File: src/hw/rtl/stadium_path_frame_sampler_macros.svh
// Assertion macros shared by the RTL of the path frame sampler.
`ifndef STADIUM_PATH_FRAME_SAMPLER_MACROS_SVH
`define STADIUM_PATH_FRAME_SAMPLER_MACROS_SVH

// Same-cycle implication, disabled while reset is asserted.
`define SPFS_ASSERT_IMPLY(label, clk, rst_n, ante, cons) \
    label: assert property (@(posedge clk) disable iff (!rst_n) (ante) |-> (cons)) \
        else $error("implication check failed");

// Next-cycle implication, disabled while reset is asserted.
`define SPFS_ASSERT_NEXT(label, clk, rst_n, ante, cons) \
    label: assert property (@(posedge clk) disable iff (!rst_n) (ante) |=> (cons)) \
        else $error("next-cycle check failed");

`endif

File: src/hw/rtl/spfs_pkg.sv
`default_nettype none

package spfs_pkg;

    // Pipeline geometry.
    localparam int INDEX_BITS    = 16;
    localparam int CORDIC_STAGES = 16;
    localparam int DIV1_STEPS    = 31;
    localparam int DIV2_STEPS    = 32;
    localparam int ANGLE_FRAC    = 30;

    // Fixed-point constants.
    localparam logic [31:0] PI_Q30      = 32'd3373259426;
    localparam logic [31:0] HALF_PI_Q30 = 32'd1686629713;
    localparam logic [33:0] GAIN_Q30    = 34'd652032874;
    localparam logic [30:0] LEN_MAX     = 31'h7FFF_FFFF;
    localparam logic [15:0] MIN_SAMPLES = 16'd8;
    localparam logic signed [15:0] ONE_Q14 = 16'sd16384;

    // Configuration register indexes.
    localparam logic [2:0] REG_STRAIGHT = 3'd0;
    localparam logic [2:0] REG_RADIUS   = 3'd1;
    localparam logic [2:0] REG_HWIDTH   = 3'd2;
    localparam logic [2:0] REG_ELEV     = 3'd3;
    localparam logic [2:0] REG_COUNT    = 3'd4;

    // Result status codes.
    localparam logic [1:0] ST_OK     = 2'd0;
    localparam logic [1:0] ST_BADCFG = 2'd1;
    localparam logic [1:0] ST_RANGE  = 2'd2;

    typedef enum logic [1:0] {
        SEG_UP,
        SEG_TURN_A,
        SEG_DOWN,
        SEG_TURN_B
    } seg_t;

    // Payload that travels down the chain of cells.
    typedef struct packed {
        logic [INDEX_BITS-1:0] idx;
        logic [1:0]            status;
        seg_t                  seg;
        logic                  flip;
        logic [30:0]           d;
        logic [30:0]           dd;
        logic [33:0]           rem;
        logic [31:0]           quo;
        logic [31:0]           num;
        logic [31:0]           dvs;
        logic signed [33:0]    x;
        logic signed [33:0]    y;
        logic signed [33:0]    z;
    } item_t;

    // Arctangent of 2^-i in Q2.30.
    function automatic logic signed [33:0] atan_entry(input logic [4:0] i);
        logic signed [33:0] v;
        begin
            case (i)
                5'd0:  v = 34'sd843314857;
                5'd1:  v = 34'sd497837829;
                5'd2:  v = 34'sd263043837;
                5'd3:  v = 34'sd133525159;
                5'd4:  v = 34'sd67021687;
                5'd5:  v = 34'sd33543516;
                5'd6:  v = 34'sd16775851;
                5'd7:  v = 34'sd8388437;
                5'd8:  v = 34'sd4194283;
                5'd9:  v = 34'sd2097149;
                5'd10: v = 34'sd1048576;
                5'd11: v = 34'sd524288;
                5'd12: v = 34'sd262144;
                5'd13: v = 34'sd131072;
                5'd14: v = 34'sd65536;
                5'd15: v = 34'sd32768;
                5'd16: v = 34'sd16384;
                5'd17: v = 34'sd8192;
                5'd18: v = 34'sd4096;
                5'd19: v = 34'sd2048;
                5'd20: v = 34'sd1024;
                5'd21: v = 34'sd512;
                5'd22: v = 34'sd256;
                5'd23: v = 34'sd128;
                default: v = 34'sd0;
            endcase
            return v;
        end
    endfunction

    // Round a Q2.30 value to Q2.14 and clamp to the unit range.
    function automatic logic signed [15:0] to_q14(input logic signed [35:0] v);
        logic signed [35:0] t;
        logic signed [15:0] r;
        begin
            t = (v + 36'sd32768) >>> 16;
            if (t > 36'sd16384)
            begin
                r = ONE_Q14;
            end
            else if (t < -36'sd16384)
            begin
                r = -ONE_Q14;
            end
            else
            begin
                r = t[15:0];
            end
            return r;
        end
    endfunction

    // Saturate to a signed 32-bit value.
    function automatic logic signed [31:0] sat32(input logic signed [67:0] v);
        logic signed [31:0] r;
        begin
            if (v > 68'sd2147483647)
            begin
                r = 32'sh7FFF_FFFF;
            end
            else if (v < -68'sd2147483648)
            begin
                r = 32'sh8000_0000;
            end
            else
            begin
                r = v[31:0];
            end
            return r;
        end
    endfunction

endpackage

`default_nettype wire

File: src/hw/rtl/spfs_div_cell.sv
`default_nettype none

// One restoring division step: shift in one dividend bit, subtract if it fits.
module spfs_div_cell (
    input  wire logic           clk,
    input  wire logic           rst_n,
    input  wire logic           en,
    input  wire logic           in_valid,
    input  wire spfs_pkg::item_t in_item,
    output logic                out_valid,
    output spfs_pkg::item_t     out_item
);
    import spfs_pkg::*;

    logic        valid_reg;
    item_t       item_reg;
    item_t       item_next;
    logic [33:0] shifted;
    logic [33:0] divisor;
    logic        fits;

    // Trial subtraction of the divisor.
    always_comb
    begin
        shifted   = {in_item.rem[32:0], in_item.num[31]};
        divisor   = {2'b00, in_item.dvs};
        fits      = (shifted >= divisor);
        item_next = in_item;
        item_next.rem = fits ? (shifted - divisor) : shifted;
        item_next.quo = {in_item.quo[30:0], fits};
        item_next.num = {in_item.num[30:0], 1'b0};
    end

    always_ff @(posedge clk or negedge rst_n)
    begin
        if (!rst_n)
        begin
            valid_reg <= 1'b0;
        end
        else if (en)
        begin
            valid_reg <= in_valid;
        end
    end

    always_ff @(posedge clk)
    begin
        if (en)
        begin
            item_reg <= item_next;
        end
    end

    assign out_valid = valid_reg;
    assign out_item  = item_reg;

endmodule

`default_nettype wire

File: config.mk
export PLATFORM = sky130hd
export DESIGN_NAME = spfs_div_cell
export DESIGN_NICKNAME = d
export VERILOG_FILES = /design/src/hw/rtl/stadium_path_frame_sampler_macros.svh /design/src/hw/rtl/spfs_pkg.sv /design/src/hw/rtl/spfs_div_cell.sv
export SDC_FILE = /design/constraint.sdc
export NUM_CORES = 1
export LEC_CHECK = 0
export ABC_AREA = 0
export BUFFER_PORTS_ARGS = -buffer_cell sky130_fd_sc_hd__buf_2
export CORE_AREA = 5 5 246 248
export DETAILED_ROUTE_END_ITERATION = 12
export DIE_AREA = 0 0 251 253
export GPL_ROUTABILITY_DRIVEN = 0
export PLACE_DENSITY_LB_ADDON = 0.1
export SLEW_MARGIN = 20
export SYNTH_ARGS = -nofsm -noshare
export SYNTH_HDL_FRONTEND = slang
export SYNTH_SLANG_ARGS = --single-unit
File: constraint.sdc
create_clock -name clk -period 0.85 [get_ports clk]
set_input_delay 0.1275 -clock clk [delete_from_list [all_inputs] [get_ports clk]]
set_output_delay 0.1275 -clock clk [all_outputs]
set_load 0.05 [all_outputs]
Word level (Yosys, flattened, before mapping)
Cells that the tools add are included.
{"block": "totals", "ff_bits": 315, "in_bits": 319, "out_inout_bits": 316}
{"block": "op_classes", "n_addsub": 1, "magnitude_cmp": 1, "mux": 1}
{"operator": "greater-or-equal comparator 34 x 32 -> 1 bit", "count": 1}
{"operator": "two-way mux 34 bit", "count": 1}
{"operator": "subtractor 34 x 32 -> 34 bit", "count": 1}

Depth between registers and ports, before layout
{"block": "depth", "ltp_word": 2, "depth_mapped": 13}

Worst setup path before layout
Ideal clock, no wire load.
{"block": "synth_timing", "path_type": "input to register", "from": "input port in_item[165] in the netlist's numbering", "to": "register item_reg, in the netlist out_item[201], data pin", "setup_time_ps": 260, "arrival_time_ps": 2565, "setup_slack_ps": -1975, "path_stages": 13, "path_cell_list": "inv_1 > ha_1 > inv_1 > fa_1 > a21o_1 > a221oi_2 > nand2b_2 > nand3_2 > a31o_1 > o21ai_2 > o21a_4 > buf_12 > mux2_4"}
{"item": "start: declaration", "line_no": "spfs_div_cell.sv:9", "rtl": "input wire spfs_pkg::item_t in_item,"}
{"item": "end signal: assignment", "line_no": "spfs_div_cell.sv:50", "rtl": "item_reg <= item_next;"}
{"item": "end: declaration", "line_no": "spfs_div_cell.sv:16", "rtl": "item_t item_reg;"}

==> results.cfg <==
[pwr]
total_power_mw = 49.6
power.internal_mw = 34.4
p_comb_frac = 0.284
leakagePower_nw = 10.4
power_density_nw_per_um2 = 2030
max-vdd-ir-drop_mv = 1.28
power_frac_seq = 0.392
clockPowerShare = 0.325
p_switching_mw = 15.2
power.switching_fraction = 0.306

[clock_tree]
cts.clk_slew.worst_paths_ns = 0.05
cts_sinks = 315
cts_max_level = 2
cts-root-buf = clkbuf_16
numCtsBuffers = 39
clk_latency_ns = 0.53
cts_tree = built
cts_buffer_depth = 3

[worst_setup_path]
crit_path_frequent_cell = buf_12
cp_slowest_cell = fa_2
critPathKind = in2reg
crit_fanout = 7
cp_slowest_stage_delay_ns = 0.33
worstPathCellList = buf_8 -> inv_12 -> ha_4 -> inv_2 -> fa_2 -> a21o_1 -> a221oi_2 -> nand2b_4 -> nand3_2 -> a31o_1 -> o21ai_2 -> o21a_4 -> buf_12 -> buf_12 -> mux2_4
cp.arrival_ns = 2.62
cp.required_ns = 1.12
startpoint_type = primary input
endpoint_kind = register

[status]
status = finished with violations
violations = setup timing

[synth]
synth_edf_count = 314
syn-cell-area_um2 = 12000
synth_seq_area_share = 0.786
ys_ff_latch = 315
yosysMostFrequentCell = edfxtp_1
synth_cell_types = 68
async_flop_share = 0.00317
avgSynthCellArea_um2 = 18.5
yosys_warnings = 0
synthTopCellsByCount = edfxtp_1, inv_1, ha_1, a21oi_1, mux2_4
synth_area_leaders = edfxtp_1, mux2_4, ha_1, a21oi_1, xnor2_1
syn_nets = 1001
syn_inst = 649
synth_top_cell_by_area = edfxtp_1
synth_top_area_share = 0.784
synth_flop_cell = edfxtp_1

[global_routing]
busiest_layer = met2
grt_pass1_wl_um = 72900
overflow = 0
use_met2 = 0.276
grt_use_total = 0.153
grt_pass1_vias = 11200
grt_util_met3 = 0.0606
grt_use_met1 = 0.159
antenna_found_initial = 22
grt_max_degree = 35

[placed_design]
placed_cells = 2210
hpwl_um = 39300
port_buffers = 631
preCtsSetupSlack_ns = -2.19
dpl_cell_area_um2 = 17900

[routing]
drt-initial-drc-count = 408
vias = 10300
wl_um = 51200
firstDrtPassIters = 6
wl_per_cell_um = 19.6
vias_per_cell = 3.94
drc = 0
ant_nets = 0

[cells_and_area]
drive_gt1_frac = 0.514
final_cells = 2619
fin_util = 0.419
finalNetCount = 2160
final_area_um2 = 24400
area_growth_pct = 103

[die]
die_w_um = 251
start_util = 0.206
dieArea_um2 = 63500
die_height_um = 253
rows = 89
ios = 635
design.core.area_um2 = 58200

[timing]
skew_ns = 0
fin_tns_setup_ns = -166.33
setup_viol = 350
final-hold-violation-count = 0
fin_crit_ns = 2.34
grt_setup_unrepaired = true
setup_ws_ns = -1.49
holdWs_ns = 0.0384
finalCritPeriodShare = 2.76
max_freq_mhz = 427
slew_violations = 0

[hold_path]
hold_path.class = in2reg

[job]
maxCapViolCount = 0
[timing repair]
item	4_1_cts	5_1_grt
setup buffers	11	7
hold buffers	314	0
cloned	1	0
resized for setup	610	15
endpoints found under the hold margin	314	0
pin swaps	17	12
endpoints found under the setup margin	350	350
[worst paths after layout]
check / from / end / slack, ns / cells after the start
worst min register to register: out_valid$_DFFE_PN0P_ / out_valid$_DFFE_PN0P_ / 0.53 / 1
worst min-delay path: in_item[213] / out_item[214]$_DFFE_PP_ / 0.04 / 3
max in group asynchronous: rst_n / out_valid$_DFFE_PN0P_ / 0.29 / 3
worst max register to register: out_valid$_DFFE_PN0P_ / out_valid$_DFFE_PN0P_ / 0.08 / 1
worst max-delay path: in_item[165] / out_item[214]$_DFFE_PP_ / -1.49 / 15
min in group asynchronous: rst_n / out_valid$_DFFE_PN0P_ / 0.44 / 3
[power by group through the flow]
stage / combinational [mW] / clock [mW] / sequential [mW]
3_3_place_gp: 11.3 / 0 / 19.4
5_1_grt: 14.7 / 17.4 / 19.6
6_report: 14.1 / 16.1 / 19.4
4_1_cts: 14.1 / 16.8 / 19.4
3_5_place_dp: 11.3 / 0 / 19.4
2_1_floorplan: 1.94 / 0 / 24.2
[layout make-up]
| class | instances | area (um^2) |
|---|---|---|
| clock inverter | 19 | 191 |
| fill | 5469 | 33800 |
| multi-input combinational | 280 | 2480 |
| inverter | 38 | 155 |
| sequential | 315 | 9460 |
| timing repair buffer | 1134 | 10100 |
| clock buffer | 48 | 1030 |
| tap | 773 | 967 |
| antenna | 12 | 30.0 |
[cells in the final DEF, fill, tap and decap left out, types with 3 or more instances in the layout]
cell and count:
and3_1 3, a31oi_1 5, buf_2 312, mux2_4 30, ha_1 25, clkinv_2 4
clkinv_1 6, nor2_1 13, o21ai_1 3, inv_1 33, dlygate4sd3_1 314, buf_4 171
o21bai_1 3, o211ai_1 4, a21oi_1 30, o21a_1 4, bufinv_16 3, buf_6 302
inv_2 4, edfxtp_1 314, xnor2_1 16, ha_4 7, nand4_1 7, clkbuf_16 40
nand3_1 8, nor3_1 8, clkbuf_1 8, diode_2 12, o21ai_0 12, nand3b_1 4
xor2_1 11, nand2_1 24, a21o_1 8, buf_12 32
[critical path, delay by kind of cell]
kind / cells / cell delay [ns]
muxes: 1 / 0.30
adders and majority gates: 2 / 0.44
AOI/OAI and AO/OA: 5 / 1.05
and+or+nand+nor: 2 / 0.26
buffers and inverters: 5 / 0.42
[per-layer routing]
layer | vias up | wire (um)
met4 | 20 | 2180
met2 | 411 | 26400
met1 | 4924 | 17900
met3 | 114 | 4590
met5 | - | 137
li1 | 4857 | -
[cells by family after synthesis]
group,count (synthesis),share of synthesized area
flip-flops,315,0.786
AO/OA/AOI/OAI,95,0.0555
AND/OR/NAND/NOR,90,0.0407
buffers and inverters,54,0.0224
adder cells (fa/ha/maj),33,0.0350
multiplexers,33,0.0394
XOR/XNOR,28,0.0204
other,1,0.000312
[flip-flops by register name, indices dropped and copies added, names as in the netlist]
register / count
out_item: 314
out_valid: 1
Note: power is estimated with default switching activity, not from simulation.
